**src/hw/rtl/smdf_pkg.sv**
```systemverilog
// shared constants, register codes and the sine table for the flanger
package smdf_pkg;

  localparam int MAX_LINE_DEF    = 1024;
  localparam int SINE_TABLE_SIZE = 512;
  localparam int SINE_BITS       = $clog2(SINE_TABLE_SIZE);
  localparam int SINE_IDX_W      = SINE_BITS + 1;

  localparam int LEN_W   = 11;
  localparam int OFF_W   = 11;
  localparam int DEPTH_W = 10;
  localparam int PHASE_W = 31;
  localparam int SAMP_W  = 16;
  localparam int CFG_IDX_W = 2;
  localparam int CFG_DATA_W = 31;

  // tap arithmetic: pointer and offset below 2048, swing below 2048
  localparam int TAP_W = 14;
  localparam int MAG_W = TAP_W - 1;
  localparam int M_W   = 13;

  localparam longint unsigned PI_HALF_Q30 = 64'd1686629713;

  typedef enum logic [CFG_IDX_W-1:0] {
    REG_LINE_LENGTH = 2'd0,
    REG_TAP_OFFSET  = 2'd1,
    REG_SWEEP_DEPTH = 2'd2,
    REG_PHASE_STEP  = 2'd3
  } cfg_reg_t;

  typedef logic signed [SAMP_W-1:0] sine_tab_t [0:SINE_TABLE_SIZE];

  // round(32768 * sin(pi/2 * num / size)), q30 taylor series
  function automatic int quarter_sine(longint unsigned num);
    longint unsigned x, x2, term;
    longint sum, q;
    begin
      x = (num * PI_HALF_Q30) / SINE_TABLE_SIZE;
      x2 = (x * x) >> 30;
      term = x;
      sum = longint'(x);
      // ten series terms after the first, divisors (2k)(2k+1)
      term = ((term * x2) >> 30) / 64'd6;
      sum = sum - longint'(term);
      term = ((term * x2) >> 30) / 64'd20;
      sum = sum + longint'(term);
      term = ((term * x2) >> 30) / 64'd42;
      sum = sum - longint'(term);
      term = ((term * x2) >> 30) / 64'd72;
      sum = sum + longint'(term);
      term = ((term * x2) >> 30) / 64'd110;
      sum = sum - longint'(term);
      term = ((term * x2) >> 30) / 64'd156;
      sum = sum + longint'(term);
      term = ((term * x2) >> 30) / 64'd210;
      sum = sum - longint'(term);
      term = ((term * x2) >> 30) / 64'd272;
      sum = sum + longint'(term);
      term = ((term * x2) >> 30) / 64'd342;
      sum = sum - longint'(term);
      term = ((term * x2) >> 30) / 64'd420;
      sum = sum + longint'(term);
      if (sum < 0) sum = 0;
      q = (sum + (1 << 14)) >>> 15;
      if (q > 32767) q = 32767;
      return int'(q);
    end
  endfunction

  function automatic sine_tab_t build_sine();
    sine_tab_t t;
    int quad, rem, v;
    begin
      for (int i = 0; i <= SINE_TABLE_SIZE; i++) begin
        quad = ((4 * i) / SINE_TABLE_SIZE) & 3;
        rem  = (4 * i) % SINE_TABLE_SIZE;
        if (quad == 0 || quad == 2) v = quarter_sine(longint'(rem));
        else v = quarter_sine(longint'(SINE_TABLE_SIZE - rem));
        if (quad >= 2) v = -v;
        t[i] = SAMP_W'(v);
      end
      return t;
    end
  endfunction

  localparam sine_tab_t SINE_TAB = build_sine();

endpackage

```
**src/hw/rtl/smdf_mod.sv**
```systemverilog
// iterative remainder unit, one dividend bit per cycle
module smdf_mod import smdf_pkg::*; (
  input  logic             clk,
  input  logic             rst,
  input  logic             start,
  input  logic [MAG_W-1:0] dividend,
  input  logic [LEN_W-1:0] divisor,
  output logic             done,
  output logic [LEN_W-1:0] remainder
);

  localparam int CNT_W = $clog2(MAG_W);

  logic             busy;
  logic [CNT_W-1:0] cnt;
  logic [MAG_W-1:0] quo;
  logic [LEN_W-1:0] rem;
  logic [LEN_W:0]   trial;

  assign trial = {rem, quo[MAG_W-1]};
  assign remainder = rem;

  always_ff @(posedge clk) begin
    if (rst) begin
      busy <= 1'b0;
      done <= 1'b0;
      cnt  <= '0;
    end else begin
      done <= 1'b0;
      if (start) begin
        busy <= 1'b1;
        cnt  <= CNT_W'(MAG_W - 1);
      end else if (busy) begin
        cnt <= cnt - 1'b1;
        if (cnt == '0) begin
          busy <= 1'b0;
          done <= 1'b1;
        end
      end
    end
  end

  always_ff @(posedge clk) begin
    if (start) begin
      quo <= dividend;
      rem <= '0;
    end else if (busy) begin
      quo <= quo << 1;
      if (trial >= {1'b0, divisor}) rem <= LEN_W'(trial - {1'b0, divisor});
      else rem <= trial[LEN_W-1:0];
    end
  end

endmodule

```
**config.mk**
```make
export PLATFORM = sky130hd
export DESIGN_NAME = smdf_mod
export DESIGN_NICKNAME = d
export VERILOG_FILES = /design/src/hw/rtl/smdf_pkg.sv /design/src/hw/rtl/smdf_mod.sv
export SDC_FILE = /design/constraint.sdc
export NUM_CORES = 1
export LEC_CHECK = 0
export ABC_AREA = 0
export ABC_CLOCK_PERIOD_IN_PS = 2950
export BUFFER_PORTS_ARGS = -buffer_cell sky130_fd_sc_hd__buf_2
export CORE_MARGIN = 2
export CORE_UTILIZATION = 45
export CTS_CLUSTER_DIAMETER = 60
export DETAILED_ROUTE_END_ITERATION = 10
export GPL_ROUTABILITY_DRIVEN = 0
export HOLD_SLACK_MARGIN = 0.03
export MAX_ROUTING_LAYER = met4
export PLACE_DENSITY = 0.76
export REMOVE_ABC_BUFFERS = 1
export SKIP_CTS_REPAIR_TIMING = 1
export SYNTH_ARGS = -nofsm -noshare
export SYNTH_HDL_FRONTEND = slang
export SYNTH_SLANG_ARGS = --single-unit
```
**constraint.sdc**
```tcl
create_clock -name clk -period 2.95 [get_ports clk]
set_input_delay 0.1475 -clock clk [delete_from_list [all_inputs] [get_ports clk]]
set_output_delay 0.1475 -clock clk [all_outputs]
set_load 0.05 [all_outputs]
```
==> run metrics, run 1 <==
# setup viols final 0; clock latency on the worst-skew pair 280 ps; first-pass GRT wire length between 6000 and 7000 um; RR Endpoint remainder[1]$_SDFFE_PP0P_; largest family of logic cells by synthesized area compound AO/OA/AOI/OAI gates; total global-route track usage 17.41%; Pwr Density 524.8 mW/mm2; share of cells above drive strength 1 26.34%; Clock Skews 5.653 ps; WHS Endpoint cnt[3]$_SDFFE_PP0P_; Synth cell types 52; syn avg cell area 9.564 um2; die height 70.01 um; Synth Warn # 0; antenna viol nets, final 0; Synth Area in Simple Gates 13.66%; Post-synth top cells inv_1 (19), dfxtp_1 (17), nor2_1 (17); htree depth 2; CTS tree yes; area of the multi-input gates 0.001116 mm2; mux contribution to synthesized area 7.403%; number of global-route vias before repair between 1,500 and 2,000; WP data arrival approximately 2600 ps; I/O Buffers 38; endpoint type of the worst setup path register; Worst Path Max Fanout 13; Max rail drop VDD 0.4566 mV; initial antenna violation count 0; total number of vias 1,648; DP HPWL ~3000 um; ranking of synthesized cells by area edfxtp_1 (20%), dfxtp_1 (17%), ha_1 (8.3%); LEAKAGE 0.0009767 uW; Root Driver clkbuf_8; starting density of the core 45.98%; CP Launch Point quo[12]$_DFFE_PP_; post-synthesis adder-cell area fraction a little under a tenth; combinational fraction of design power 31.5%; Min-Delay Startpoint rst; Slew headroom 48.34%; post-synthesis sequential area ratio 37.27%; leading area contributor after synthesis edfxtp_1; flop2flop setup slack 530 ps; largest net degree at the start of global routing 29; Die Width 70.01 um; die area 0.004901 mm2; Hold WC Path Type in2reg; FILL cells 399; Post-Synth XOR/XNOR Area 3.127%; total congestion overflow 0; post-DR vias/cell 5.586; Core Rows 24; antenna fix cells 0; Startpoint Class register; crit path kind reg2reg; CTS sink cnt 30; cell area after synthesis 0.001961 mm2; area after detailed placement 0.002181 mm2; PnR Total Power around 1200 uW; WL final roughly 4000 um; Final TNS setup 0 ps; Max clock buf depth 2; Net Sw Power 398.3 uW; clock buffer count from CTS 5; Int Power between 700 and 800 uW; Worst R2R Path Depth 9; Reg2Reg Launch Point quo[12]$_DFFE_PP_; storage element area 730.7 um2; Yosys top cell area share 19.91%; WL/cell between 10 and 15 um; hold slack around 100 ps; Top Ports 39; Worst Hold Path Cells 2; Max Transition Viols Final 0; Synth Area in Compound Gates 23.42%; Max-Cap Viols 0; DRC violations left 0; ys async rst share 0%; DRT iter0 DRCs 84; minimum clock period 2417 ps; Pre-antenna DRT Iters 5; Final Cycle Share a little over 80%; final hold violations 0; Slew @ Worst Pin 773.5 ps; switch share 33.57%; cell count after synthesis 205; post-route cell area between 0.002 and 0.0025 mm2; fmax 413.7 MHz; synthesis-to-layout area growth 15.32%; unrepaired setup endpoints after global routing no; Post-synth EDFFs 13; nets 283; Yosys reg bits 30; Flop pwr share 42.4%; Most used DFF post-synth dfxtp_1; status finished clean; Core Region ~0.0043 mm2; Clk pwr share 26.1%; count leader, synth inv_1; Critical Path RT 3170 ps; Reg clk slew, reported paths 60 ps
[kinds of logic (layout without fill, tap and decap cells)]
family	after synthesis	in the layout
flip-flops	30	30
multiplexers	13	13
adder cells (fa/ha/maj)	14	14
buffers and inverters	28	66
XOR/XNOR	7	7
AND/OR/NAND/NOR	53	53
AO/OA/AOI/OAI	60	60
[metal layers]
layer	GRT usage [%]	wire length, um
met1	22.47	1824
met2	27.62	1844
met3	2.886	245
met4	6.410	67
met5	-	0
[worst max-delay path by stage]
stage / to / slack, ps / cells past startpoint
floorplan: remainder[1]$_SDFFE_PP0P_ / 440 / 8
finish: remainder[1]$_SDFFE_PP0P_ / 530 / 9
global route: remainder[1]$_SDFFE_PP0P_ / 340 / 9
CTS: remainder[1]$_SDFFE_PP0P_ / 510 / 9
global placement: remainder[1]$_SDFFE_PP0P_ / 630 / 9
detailed placement: remainder[1]$_SDFFE_PP0P_ / 520 / 9
[power groups by stage]
| stage | logic (uW) | registers (uW) | clock network [uW] |
|---|---|---|---|
| floorplan | 226 | 562 | 0 |
| global placement | 365 | 512 | 0 |
| detailed placement | 371 | 513 | 0 |
| CTS | 374 | 504 | 318 |
| global route | 414 | 508 | 334 |
| finish | 373 | 503 | 310 |
[worst max-delay path, cell delays in order (launching register included)]
cell       delay [ps]
edfxtp_1          340
inv_1              50
ha_1              200
fa_1              410
nand2b_1          190
a21oi_2           140
o211a_1           230
o2111ai_4         230
a2111oi_1         420
a311o_1           170
[registers in the layout, summed over array words and instances (netlist names)]
register,cells
remainder,11
quo,13
cnt,4
done,1
busy,1
[cell type report]
type / instances / area share (%)
well taps: 52 / 2.878
multi-input cells: 147 / 49.36
flip-flops and latches: 30 / 32.32
clock buffers: 8 / 3.542
inverters: 19 / 3.154
repair buffers: 39 / 8.744
[layout by cell type, fill, tap and decap left out, drive strengths merged, types with 2 or more instances in the layout]
master   instances
mux2            12
nor4             4
inv             19
a211oi           2
xnor2            5
a2111oi          4
dfxtp           17
o21a             3
ha              13
nand2            6
and3             4
nand2b           4
o21ai           15
nor2            18
nand3            7
xor2             2
clkbuf           8
a21o             2
nor3             3
a311oi           7
edfxtp          13
a21oi           14
nor2b            3
o2111ai          2
buf             39
[through the flow]
step                utilization [%]  instances  worst slack (ps)
floorplan                         -        196             443.6
finish                        53.02        295             533.0
CTS                           53.02        295             514.4
detailed placement            51.14        287             518.2
global placement              51.14        287             625.7
global route                  53.02        295             337.3
Power figures use the tool's default switching activity.
==> run 2, diff against run 1 <==
--- a/config.mk
+++ b/config.mk
@@ -5,8 +5,8 @@
 export SDC_FILE = /design/constraint.sdc
 export NUM_CORES = 1
 export LEC_CHECK = 0
-export ABC_AREA = 0
-export ABC_CLOCK_PERIOD_IN_PS = 2950
+export ABC_AREA = 1
+export ABC_CLOCK_PERIOD_IN_PS = 2200
 export BUFFER_PORTS_ARGS = -buffer_cell sky130_fd_sc_hd__buf_2
 export CORE_MARGIN = 2
 export CORE_UTILIZATION = 45
@@ -15,7 +15,7 @@
 export GPL_ROUTABILITY_DRIVEN = 0
 export HOLD_SLACK_MARGIN = 0.03
 export MAX_ROUTING_LAYER = met4
-export PLACE_DENSITY = 0.76
+export PLACE_DENSITY = 0.78
 export REMOVE_ABC_BUFFERS = 1
 export SKIP_CTS_REPAIR_TIMING = 1
 export SYNTH_ARGS = -nofsm -noshare
==> constraint.sdc (replaced) <==
create_clock -name clk -period 2.2 [get_ports clk]
set_input_delay 0.11 -clock clk [delete_from_list [all_inputs] [get_ports clk]]
set_output_delay 0.11 -clock clk [all_outputs]
set_load 0.05 [all_outputs]
==> run metrics, run 2 <==
status finished clean; storage element area 730.7 um2 (unchanged); clock buffer count from CTS 5 (unchanged); LEAKAGE 0.001391 uW (+42%); Reg clk slew, reported paths 70 ps (about the same); synthesis-to-layout area growth 14.84%; number of global-route vias before repair 1,894 (+24%); Min-Delay Startpoint dividend[0]; flop2flop setup slack 220 ps (-310 ps); hold slack 82.52 ps (-18.68 ps); Root Driver clkbuf_8; # setup viols final 0 (unchanged); Max rail drop VDD 0.4560 mV (-0.12%); post-synthesis sequential area ratio 34.54% (-2.7 points); Clk pwr share 33.7% (+7.6 points); most flop-heavy register quo; combinational fraction of design power 16.7% (-15 points); WP data arrival 2130 ps (-510 ps); Critical Path RT 2350 ps (-820 ps); Slew headroom 54.99% (+6.6 points); Reg2Reg Launch Point quo[12]$_DFFE_PP_; final hold violations 0 (unchanged); fmax 506.2 MHz (+22%); Post-synth EDFFs 13 (unchanged); Worst R2R Path Depth 11 (+2); Final TNS setup 0 ps (unchanged); post-route cell area 0.002430 mm2 (+7.5%); Synth cell types 29 (-44%); Worst Hold Path Cells 3 (+1); Worst Path Max Fanout 12 (-1); total number of vias 1,947 (+18%); Int Power 917.2 uW (+16%); Yosys reg bits 30 (unchanged); Synth Warn # 0 (unchanged); Hold WC Path Type in2reg; total congestion overflow 0 (unchanged); count leader, synth nand2_1; CTS tree yes; antenna viol nets, final 0 (unchanged); clock latency on the worst-skew pair 290 ps (about the same); Slew @ Worst Pin 674.5 ps (-98.99 ps); DP HPWL 3558 um (+20%); Flop pwr share 49.6% (+7.2 points); placed insts 397 (+38%); endpoint type of the worst setup path register; cell count after synthesis 314 (+53%); Max-Cap Viols 0 (unchanged); Max clock buf depth 2 (unchanged); RR Endpoint remainder[2]$_SDFFE_PP0P_; WL/cell 11.37 um (-16%); Critical Path Max Stage Delay 410 ps (about the same); most common cell after layout, fill and taps aside nand2_1; area of the multi-input gates 0.001097 mm2 (-1.7%); antenna fix cells 0 (unchanged); Post-synth top cells nand2_1 (113), inv_1 (63), nand3_1 (23); htree depth 2 (unchanged); syn avg cell area 6.738 um2 (-30%); most used cell, CP nand3_1; area after detailed placement 0.002327 mm2 (+6.7%); Pre-antenna DRT Iters 4 (-1); Clock Skews 6.943 ps (+1.289 ps); max reg flops 13 (unchanged); starting density of the core 47.61% (+1.6 points); ys async rst share 0% (unchanged); final cell count without fillers 406 (+38%); ranking of synthesized cells by area nand2_1 (20%), edfxtp_1 (18%), dfxtp_1 (16%); Top Ports 39 (unchanged); buffer and inverter count on the worst path 2 (+1); share of cells above drive strength 1 17.51% (-8.8 points); total global-route track usage 19.64% (+2.2 points); Most used DFF post-synth dfxtp_1; Die Width 72.57 um (+3.7%); WL final 4617 um (+16%); cell area after synthesis 0.002116 mm2 (+7.9%); CTS sink cnt 30 (unchanged); leading area contributor after synthesis nand2_1; Core Region 0.004444 mm2 (+4.2%); nets 394 (+39%); Net Sw Power 367.2 uW (-7.8%); slowest stage cell, crit path fa_1; Final Cycle Share 89.79% (+7.9 points); DRT iter0 DRCs 126 (+50%); Yosys top cell area share 20.05% (+0.14 points); FILL cells 441 (+11%); minimum clock period 1975 ps (-441.7 ps); worst-path cell chain inv_1, ha_1, fa_1, inv_1, nand3_1, nand3_1, nand2_2, nand3_4, nand2_1, nand3_1, o21ai_1; initial antenna violation count 0 (unchanged); Pwr Density 528.6 mW/mm2 (+0.73%); post-DR vias/cell 4.796 (-14%); switch share 28.59% (-5.0 points); die area 0.005266 mm2 (+7.5%); Worst path top cell family by delay simple AND/OR/NAND/NOR gates; DRC violations left 0 (unchanged); unrepaired setup endpoints after global routing no; first-pass GRT wire length 7990 um (+18%); Max Transition Viols Final 0 (unchanged); die height 72.57 um (+3.7%); crit path kind reg2reg; most frequent cells in the layout nand2_1 (113), inv_1 (63), buf_2 (38); largest net degree at the start of global routing 20 (-31%); Startpoint Class register; Core Rows 24 (unchanged); WHS Endpoint quo[0]$_SDFFCE_PN0P_; I/O Buffers 38 (unchanged)
-- run 2: cell types whose count changed after synthesis, sizes merged, moves of 4 or more --
cell / delta
nand2b: -4
o21ai: -9
nand2: +111
nor4: -4
a2111oi: -4
nand4: +12
a311oi: -7
and3: -4
nand3: +23
mux2: -12
a21oi: -8
inv: +46
xnor2: -4
-- run 2: worst register-to-register path, cell delays in order, from the launching register on --
cell,delay (ps)
edfxtp_1,320
inv_1,50
ha_1,210
fa_1,410
inv_1,90
nand3_1,80
nand3_1,110
nand2_2,160
nand3_4,200
nand2_1,90
nand3_1,80
o21ai_1,60
-- run 2: through the flow --
step	setup WS (ps)	total power, uW	utilization, %
6_report	224.7	1284	54.67
5_1_grt	3.173	1356	54.67
4_1_cts	133.3	1297	54.28
3_5_place_dp	143.9	860.5	52.36
3_3_place_gp	229.6	854.6	52.36
2_1_floorplan	58.93	793.8	-
-- run 2: worst max path at each step --
stage	depth (start not counted)	to	slack (ps)	start
after floorplan	10	remainder[0]$_SDFFE_PP0P_	60	remainder[0]$_SDFFE_PP0P_
final	11	remainder[2]$_SDFFE_PP0P_	220	quo[12]$_DFFE_PP_
after global placement	11	remainder[0]$_SDFFE_PP0P_	230	quo[12]$_DFFE_PP_
after global routing	11	remainder[0]$_SDFFE_PP0P_	3	quo[12]$_DFFE_PP_
after CTS	11	remainder[2]$_SDFFE_PP0P_	130	quo[12]$_DFFE_PP_
after detailed placement	11	remainder[2]$_SDFFE_PP0P_	140	quo[12]$_DFFE_PP_
-- run 2: power groups by stage --
| stage | logic [uW] | registers (uW) | clock network, uW |
|---|---|---|---|
| 2_1_floorplan | 138 | 655 | 0 |
| 3_3_place_gp | 206 | 648 | 0 |
| 3_5_place_dp | 211 | 649 | 0 |
| 4_1_cts | 213 | 638 | 446 |
| 5_1_grt | 245 | 641 | 470 |
| 6_report | 214 | 637 | 433 |
-- run 2: final cells by class --
cell class | count | share of cell area, %
Tap cell | 52 | 2.678
Inverter | 65 | 10.04
Multi-Input combinational cell | 211 | 45.16
Clock inverter | 3 | 0.6694
Clock buffer | 5 | 2.832
Sequential cell | 30 | 30.07
Timing Repair Buffer | 40 | 8.548
-- run 2: per-layer routing --
metal	global-route usage [%]	wire, um	vias to the layer above
met5	-	0	-
met4	5.761	59	0
met3	4.282	238	7
met2	33.23	2206	63
met1	23.46	2113	826
li1	-	-	1051
-- run 2: cells by family (layout without fill, tap and decap cells) --
group | count (synthesis) | count (layout) | share of synthesized area, %
adders and majority gates | 14 | 14 | 8.634
and+or+nand+nor | 179 | 179 | 37.61
buffers and inverters | 73 | 113 | 13.96
AOI/OAI and AO/OA | 15 | 15 | 4.022
DFF | 30 | 30 | 34.54
xor gates and xnor gates | 3 | 3 | 1.242
